===== config.mk =====
export PLATFORM = sky130hd
export DESIGN_NAME = ste_key_cmp
export DESIGN_NICKNAME = d
export VERILOG_FILES = /design/src/rtl/ste_pkg.sv /design/src/rtl/ste_key_cmp.sv
export SDC_FILE = /design/constraint.sdc
export NUM_CORES = 1
export LEC_CHECK = 0
export BUFFER_PORTS_ARGS = -buffer_cell sky130_fd_sc_hd__buf_4
export CAP_MARGIN = 20
export CORE_MARGIN = 2
export CORE_UTILIZATION = 38
export DETAILED_ROUTE_END_ITERATION = 8
export PLACE_DENSITY = 0.82
export SETUP_SLACK_MARGIN = 0.5
export SYNTH_ARGS = -nofsm -noshare
export SYNTH_HDL_FRONTEND = slang
export SYNTH_SLANG_ARGS = --single-unit

===== constraint.sdc =====
create_clock -name vclk -period 1.33
set_input_delay 0.0665 -clock vclk [all_inputs]
set_output_delay 0.0665 -clock vclk [all_outputs]
set_load 0.05 [all_outputs]

===== src/rtl/ste_pkg.sv =====
// Sorted edge table package: entry layout, compare result, function and status codes.
// Used by ste_key_cmp and sorted_edge_table.
`default_nettype none
package ste_pkg;

  localparam int CAPACITY_DEF = 256;

  localparam int VERT_W = 15;
  localparam int ATTR_W = 16;
  localparam int FUNC_W = 2;
  localparam int STAT_W = 3;
  localparam int FIDX_W = 9;
  localparam int RIDX_W = 8;

  localparam logic [FUNC_W-1:0] FN_ADD    = 2'd0;
  localparam logic [FUNC_W-1:0] FN_SEARCH = 2'd1;
  localparam logic [FUNC_W-1:0] FN_READ   = 2'd2;

  localparam logic [STAT_W-1:0] ST_OK       = 3'd0;
  localparam logic [STAT_W-1:0] ST_UPDATED  = 3'd1;
  localparam logic [STAT_W-1:0] ST_CONFLICT = 3'd2;
  localparam logic [STAT_W-1:0] ST_FULL     = 3'd3;
  localparam logic [STAT_W-1:0] ST_NOTFOUND = 3'd4;
  localparam logic [STAT_W-1:0] ST_BADINDEX = 3'd5;

  localparam logic [ATTR_W-1:0] ATTR_NONE = 16'hFFFF;

  typedef struct packed {
    logic [VERT_W-1:0] va;
    logic [VERT_W-1:0] vb;
    logic [ATTR_W-1:0] l0id;
    logic [ATTR_W-1:0] l0pos;
    logic [ATTR_W-1:0] l1id;
    logic [ATTR_W-1:0] l1pos;
    logic [ATTR_W-1:0] ffid;
    logic [ATTR_W-1:0] ffpos;
  } entry_t;

  typedef struct packed {
    logic le;
    logic eq;
  } cmp_res_t;

endpackage
`default_nettype wire


===== src/rtl/ste_key_cmp.sv =====
// Shared key comparator: orders the search key against a stored vertex pair.
// Depends on ste_pkg.
`default_nettype none
module ste_key_cmp (
  input  wire logic [ste_pkg::VERT_W-1:0] key_a,
  input  wire logic [ste_pkg::VERT_W-1:0] key_b,
  input  wire logic [ste_pkg::VERT_W-1:0] ent_a,
  input  wire logic [ste_pkg::VERT_W-1:0] ent_b,
  output ste_pkg::cmp_res_t               res
);
  import ste_pkg::*;

  logic a_eq;

  assign a_eq   = (key_a == ent_a);
  assign res.le = (key_a < ent_a) || (a_eq && (key_b <= ent_b));
  assign res.eq = a_eq && (key_b == ent_b);

endmodule
`default_nettype wire


==> results of run 1 <==
-- synth_stat cells --
cell type and number:
a2111oi_2 2, a211o_1 1, a211oi_1 1, a211oi_2 1, a21o_1 2, a21oi_1 10, and3_1 1, ha_1 30
inv_1 30, nand2_1 2, nand3_1 6, nand3b_1 2, nand4_1 6, nor2_1 5, nor4_1 1, o21ai_0 2
o31a_1 2
-- metrics by stage --
stage	TNS (ps)	cells
finish	-474	204
global route	-620	204
detailed placement	-480	201
CTS	-384	201
floorplan	-52.1	104
global placement	-437	201
-- power by group through the flow --
stage,Clock [mW],Sequential [mW],Combinational [mW]
after floorplan,0,0,0.218
after global placement,0,0,0.423
after detailed placement,0,0,0.438
after CTS,0,0,0.463
after global routing,0,0,0.587
final,0,0,0.539
-- area by class of cell --
class              instances  area (um2)  share of cell area
well taps                 27        33.8              0.0203
inverters                 30         143              0.0856
repair buffers            73         586               0.352
multi-input cells         74         903               0.542
-- how the worst max path moves through the flow --
stage               endpoint  startpoint  slack, ps
global placement      res[1]    ent_a[4]       -300
global route          res[1]    ent_b[6]       -390
finish                res[1]    ent_a[4]       -310
floorplan             res[1]    ent_a[9]        -50
detailed placement    res[1]    ent_a[4]       -320
CTS                   res[1]    key_b[5]       -290
-- critical path, stage by stage --
cell       delay (ps)
buf_4             110
inv_1              90
ha_4              210
a211oi_2          200
nor2_1             80
o31a_1            320
a2111oi_4         210
a211o_4           160
buf_8             140
-- repair_timing --
action / 4_1_cts / 5_1_grt
buffers inserted: 0 / 3
cloned: 0 / 0
endpoints found under the setup margin: 2 / 2
gates resized for setup: 7 / 22
pin swaps: 2 / 9
-- metal layers --
layer / up-vias / part of all wire / wire length, um
met1: 477 / 0.32 / 957
met2: 49 / 0.60 / 1820
met4: 0 / 0.027 / 82
met3: 8 / 0.056 / 169
met5: - / 0 / 0
li1: 514 / - / -
-- cell families after synthesis --
logic type	count (synthesis)	synth area share
buf+inv	30	0.148
fa+ha+maj	30	0.493
compound gates	21	0.199
simple gates	23	0.160
==> impl_metrics.tcl, run 1 <==
set metrics [dict create \
    antenna_found_initial 0 \
    switching_share 0.413 \
    wl_mm 3.03 \
    diodes 0 \
    dr_total_vias 1048 \
    grt_max_degree 4 \
    grt_overflow 0 \
    drt_iter0_markers 5 \
    via_per_inst 5.14 \
    seq_area_frac_synth 0 \
    yosysUniqueCellTypes 17 \
    fillers 110 \
    synthCells 104 \
    ys.warnings.count 0 \
    nNetsFinal 269 \
    worstSetupEndpointType "output pin" \
    layout_common_cells "buf_4 (65), inv_1 (21), ha_4 (15), ha_1 (15), a21oi_1 (9)" \
    drtAntennaViolNets 0 \
    timing.final.ws_setup_ps -312 \
    p_clk_frac 0 \
    pin_count 62 \
    syn_area_um2 761 \
    grt_use_met1 0.206 \
    synthesis.nets 194 \
    totalPowerFinal_mw 0.539 \
    grt_setup_unrepaired "true" \
    start_util 0.396 \
    seq_cell_count 0 \
    hold_end "res[0]" \
    grt_pass1_vias 1023 \
    dpl_cell_area_um2 1480 \
    fin_hold_ws_ps 821 \
    syn2layout_area_growth_pct 119 \
    grt_use_total 0.207 \
    pre_cts_ws_ps -319 \
    powerDensity_nw_per_um2 324 \
    hold_path_startpoint "ent_b[0]" \
    tightestPinTransition_ps 273 \
    grt_pass1_wl_mm 4.08 \
    drive_gt1_frac 0.599 \
    status "finished, violations left" \
    final_cell_area_um2 1670 \
    cp-start-kind "input pin" \
    layout_commonest_cell "buf_4" \
    path_max_fanout 2 \
    crit_type "in -> out" \
    cp.arrival_ps 1580 \
    net-switching-power_mw 0.223 \
    synth_area_leader_cell "ha_1" \
    violations "setup timing" \
    use_met3 0.0340 \
    hold_class "in -> out" \
    io_buffers 62 \
    p_leak_nw 0.854 \
    wl_per_cell_um 14.9 \
    rows 16 \
    post-route-period-util 1.23 \
    use_met2 0.452 \
    dieArea_um2 2380 \
    avgSynthCellArea_um2 7.31 \
    fp.dieH_um 48.7 \
    hold_depth 6 \
    drv_slew 0 \
    p_seq_frac 0 \
    setup_viol 2 \
    peakVddDrop_uv 258 \
    hold_viol 0 \
    max_freq_ghz 0.609 \
    maxCapViolCount 0 \
    final.min_clock_period_ps 1640 \
    dr.pass1.iters 4 \
    seq_area_um2 0 \
    fin_util 0.867 \
    synth_top_cell_area_share 0.493 \
    gp_congestion 0.752 \
    drcViolationCount 0 \
    relSlewSlack 0.818 \
    synth_area_leaders "ha_1 (49%), inv_1 (15%), a21oi_1 (6.6%)" \
    power_frac_comb 1.000 \
    die_w_um 48.7 \
    p_int_mw 0.317 \
    cp.required_ps 1260 \
    grt.busiest_layer "met2" \
    core-area_um2 1920 \
    dp_hpwl_mm 2.03 \
    clockBufferCount 0 \
    holdBufCountCts 0 \
]
Power figures use the tool's default switching activity.
==> run 2: changes to the inputs <==
- CELL_PAD_IN_SITES_DETAIL_PLACEMENT: not set -> 0
- CELL_PAD_IN_SITES_GLOBAL_PLACEMENT: not set -> 1
- CORE_UTILIZATION: 38 -> 24
- PLACE_DENSITY: 0.82 -> not set
- PLACE_DENSITY_LB_ADDON: not set -> 0.1
==> run 2 against run 1 <==
  * Highest routed layer is now met3
  * Critical path depth shrank 1
  * Setup slack gained 78 ps
  * Core utilization shrank 29 points
  * Wire length shrank 28%
  * Final cell count grew 6.9%
  * Combinational power shrank 2%
  * Sequential share of layout area is the same
  * Die area grew 53%
  * The run still ends with setup timing left
  * Worst hold slack is essentially flat
  * Power shrank 1.8%
==> impl_metrics.tcl, run 2 (same netlist as run 1, synthesis figures left out) <==
set metrics [dict create \
    grt_setup_unrepaired "true" \
    net-switching-power_mw 0.210 \
    drv_slew 0 \
    maxCapViolCount 0 \
    drtAntennaViolNets 0 \
    fillers 277 \
    grt_pass1_wl_mm 3.63 \
    final.min_clock_period_ps 1560 \
    switching_share 0.398 \
    seq_area_um2 0 \
    grt_use_total 0.125 \
    die_w_um 60.3 \
    core-area_um2 3030 \
    cp.required_ps 1260 \
    grt_overflow 0 \
    cp.arrival_ps 1500 \
    wl_mm 2.18 \
    cp_slowest_stage_delay_ps 340 \
    via_per_inst 4.39 \
    fp.dieH_um 60.3 \
    max_freq_ghz 0.640 \
    dp_hpwl_mm 2.01 \
    dieArea_um2 3640 \
    p_leak_nw 0.846 \
    fin_util 0.581 \
    seq_cell_count 0 \
    crit_type "in -> out" \
    power_frac_comb 1.000 \
    cp_cell_sequence "buf_4 -> ha_1 -> nand4_1 -> nor2_2 -> o31a_1 -> a2111oi_4 -> a211o_4 -> buf_8" \
    p_int_mw 0.319 \
    pin_count 62 \
    io_buffers 62 \
    worstSetupEndpointType "output pin" \
    start_util 0.251 \
    grt_pass1_vias 968 \
    relSlewSlack 0.803 \
    drt_iter0_markers 7 \
    layout_commonest_cell "buf_4" \
    layout_common_cells "buf_4 (54), ha_4 (19), inv_1 (18), buf_6 (14), ha_1 (11)" \
    dr_total_vias 958 \
    hold_viol 0 \
    rows 20 \
    diodes 0 \
    hold_class "in -> out" \
    fin_hold_ws_ps 821 \
    gp_congestion 0.668 \
    post-route-period-util 1.18 \
    syn2layout_area_growth_pct 131 \
    p_seq_frac 0 \
    powerDensity_nw_per_um2 301 \
    dr.pass1.iters 2 \
    clockBufferCount 0 \
    cp-start-kind "input pin" \
    drive_gt1_frac 0.644 \
    antenna_found_initial 0 \
    status "finished, violations left" \
    tightestPinTransition_ps 296 \
    p_clk_frac 0 \
    violations "setup timing" \
    nNetsFinal 266 \
    setup_viol 2 \
    pre_cts_ws_ps -353 \
    drcViolationCount 0 \
    critPathSlowestCell "a211o_4" \
    path_max_fanout 3 \
    peakVddDrop_uv 140 \
    timing.final.ws_setup_ps -233 \
    grt_max_degree 4 \
    wl_per_cell_um 10.0 \
]
run 2: cell types whose count changed in the layout (fill, tap and decap cells not counted), sizes merged:
| cell | change |
|---|---|
| buf | -3 |
run 2: final timing paths:
path | from | endpoint | slack (ps) | cells past startpoint
max | key_b[10] | res[1] | -230 | 8
min | ent_b[0] | res[0] | 820 | 6
run 2: repair_timing:
action / in CTS / in global routing
setup buffers: 0 / 1
resized for setup: 26 / 20
hold buffers: 0 / 0
setup endpoints to repair: 2 / 2
pin swaps: 9 / 9
run 2: layer usage:
layer  vias up  global-route usage  share of wire
li1        506                   -              -
met4         0                   0              0
met3         0             0.00216          0.063
met5         -                   0              0
met2        32               0.264           0.55
met1       420               0.144           0.39
run 2: critical path: cells and delay by family:
kind                     cells  cell delay (ps)
AO/OA/AOI/OAI                3              600
buffers and inverters        2              260
adder cells (fa/ha/maj)      1              300
AND/OR/NAND/NOR              2              280
run 2: final cells by class:
class / instances / area [um2] / area share
Tap cell: 44 / 55.1 / 0.0313
Timing Repair Buffer: 70 / 593 / 0.337
Inverter: 30 / 143 / 0.0811
Multi-Input combinational cell: 74 / 967 / 0.550
run 2: stage by stage:
step | cell area [um2] | TNS [ps] | std cells | power, mW
floorplan | 922 | -52.1 | 104 | 0.218
global placement | 1500 | -531 | 217 | 0.424
detailed placement | 1500 | -531 | 217 | 0.436
CTS | 1630 | -402 | 217 | 0.487
global route | 1760 | -476 | 218 | 0.591
finish | 1760 | -329 | 218 | 0.529
run 2: power groups by stage:
| stage | sequential [mW] | clock, mW | combinational, mW |
|---|---|---|---|
| after floorplan | 0 | 0 | 0.218 |
| after global placement | 0 | 0 | 0.424 |
| after detailed placement | 0 | 0 | 0.436 |
| after CTS | 0 | 0 | 0.487 |
| after global routing | 0 | 0 | 0.591 |
| final | 0 | 0 | 0.529 |
==> run 3: changes to the inputs <==
- CAP_MARGIN: 20 -> 10
- SKIP_LAST_GASP: not set -> 1
==> run 3 against run 2 <==
  * The flow still finishes with violations (setup timing)
  * Core utilization decreased by 1.2 points
  * Sequential share of layout area unchanged
  * Worst hold slack got worse by 0.72 ps
  * Combinational power decreased by 3%
  * Critical path type unchanged
  * Critical endpoint unchanged
  * Largest power group unchanged
==> impl_metrics.tcl, run 3 (same netlist as run 1, synthesis figures left out) <==
set metrics [dict create \
    maxCapViolCount 0 \
    post-route-period-util 1.19 \
    io_buffers 62 \
    syn2layout_area_growth_pct 126 \
    worstSetupEndpointType "output pin" \
    dieArea_um2 3640 \
    final_cell_area_um2 1720 \
    drcViolationCount 0 \
    hold_path_startpoint "ent_b[0]" \
    wl_per_cell_um 9.95 \
    dpl_cell_area_um2 1500 \
    diodes 0 \
    hold_depth 6 \
    clockBufferCount 0 \
    cp.arrival_ps 1510 \
    via_per_inst 4.39 \
    holdBufCountCts 0 \
    violations "setup timing" \
    timing.final.ws_setup_ps -250 \
    path_max_fanout 2 \
    dr.pass1.iters 3 \
    powerDensity_nw_per_um2 298 \
    setup_viol 2 \
    wl_mm 2.17 \
    final.min_clock_period_ps 1580 \
    drt_iter0_markers 10 \
    seq_cell_count 0 \
    grt_pass1_wl_mm 3.62 \
    drive_gt1_frac 0.626 \
    fp.dieH_um 60.3 \
    rows 20 \
    grt_pass1_vias 965 \
    crit_type "in -> out" \
    status "finished, violations left" \
    tightestPinTransition_ps 298 \
    grt_max_degree 4 \
    dr_total_vias 957 \
    dp_hpwl_mm 2.01 \
    grt_overflow 0 \
    hold_end "res[0]" \
    layout_common_cells "buf_4 (55), inv_1 (18), ha_4 (17), buf_6 (14), ha_1 (13)" \
    grt_setup_unrepaired "true" \
    layout_commonest_cell "buf_4" \
    drtAntennaViolNets 0 \
    drv_slew 0 \
    cp.required_ps 1260 \
    gp_congestion 0.668 \
    p_leak_nw 0.843 \
    core-area_um2 3030 \
    grt_use_total 0.124 \
    max_freq_ghz 0.633 \
    peakVddDrop_uv 129 \
    relSlewSlack 0.801 \
    pin_count 62 \
    die_w_um 60.3 \
    start_util 0.251 \
    placed_cells 217 \
    antenna_found_initial 0 \
    fin_tns_setup_ps -341 \
    hold_viol 0 \
    hold_class "in -> out" \
    seq_area_um2 0 \
    finalNonFillerCells 218 \
    cp-start-kind "input pin" \
    nNetsFinal 266 \
]
==> run 3: cell counts in the layout (fill, tap and decap cells not counted) <==
Identical to the previous run, type by type.
==> run 3: critical path, cell delays in order <==
cell       delay, ps
buf_4            110
inv_1             70
ha_4             210
a211oi_2         170
nor2_1            80
o31a_1           270
a2111oi_4        210
a211o_4          180
buf_6            150
==> run 3: per-stage QoR <==
| stage | total power, mW | setup WS [ps] | util | hold WS, ps |
|---|---|---|---|---|
| 2_1_floorplan | 0.218 | -52.1 | - | 612 |
| 3_3_place_gp | 0.424 | -355 | 0.494 | 859 |
| 3_5_place_dp | 0.436 | -353 | 0.494 | 860 |
| 4_1_cts | 0.474 | -304 | 0.529 | 832 |
| 5_1_grt | 0.574 | -347 | 0.569 | 856 |
| 6_report | 0.514 | -250 | 0.569 | 820 |
==> run 3: worst max-delay path by stage <==
stage                   from     end  slack, ps  cells past startpoint
global route        ent_b[4]  res[1]       -350                      9
global placement    ent_a[4]  res[1]       -360                      9
CTS                 ent_b[4]  res[1]       -300                      9
detailed placement  ent_a[4]  res[1]       -350                      9
finish              ent_b[4]  res[1]       -250                      9
floorplan           ent_a[9]  res[1]        -50                      6
==> run 3: cell type report <==
| class | instances | area (um2) |
|---|---|---|
| fill | 283 | 1310 |
| inverter | 30 | 143 |
| multi-input combinational | 74 | 938 |
| tap | 44 | 55.1 |
| timing repair buffer | 70 | 586 |
==> run 3: power breakdown <==
group	switching, mW	leakage, nW	internal [mW]	total, mW
sequential	0	0	0	0
combinational	0.206	0.843	0.308	0.514
clock	0	0	0	0
total	0.206	0.843	0.308	0.514
==> run 3: what timing repair did <==
item / in CTS / in global routing
pin swaps: 8 / 9
setup buffers: 0 / 1
setup endpoints to repair: 2 / 2
gates resized for setup: 21 / 20
hold endpoints to repair: 0 / 0
==> run 3: layer usage <==
| metal | track usage | up-vias | share of wire | wire [um] |
|---|---|---|---|---|
| li1 | - | 507 | - | - |
| met2 | 0.262 | 32 | 0.55 | 1190 |
| met3 | 0.00216 | 0 | 0.069 | 149 |
| met5 | 0 | - | 0 | 0 |
| met4 | 0 | 0 | 0 | 0 |
| met1 | 0.144 | 418 | 0.38 | 830 |
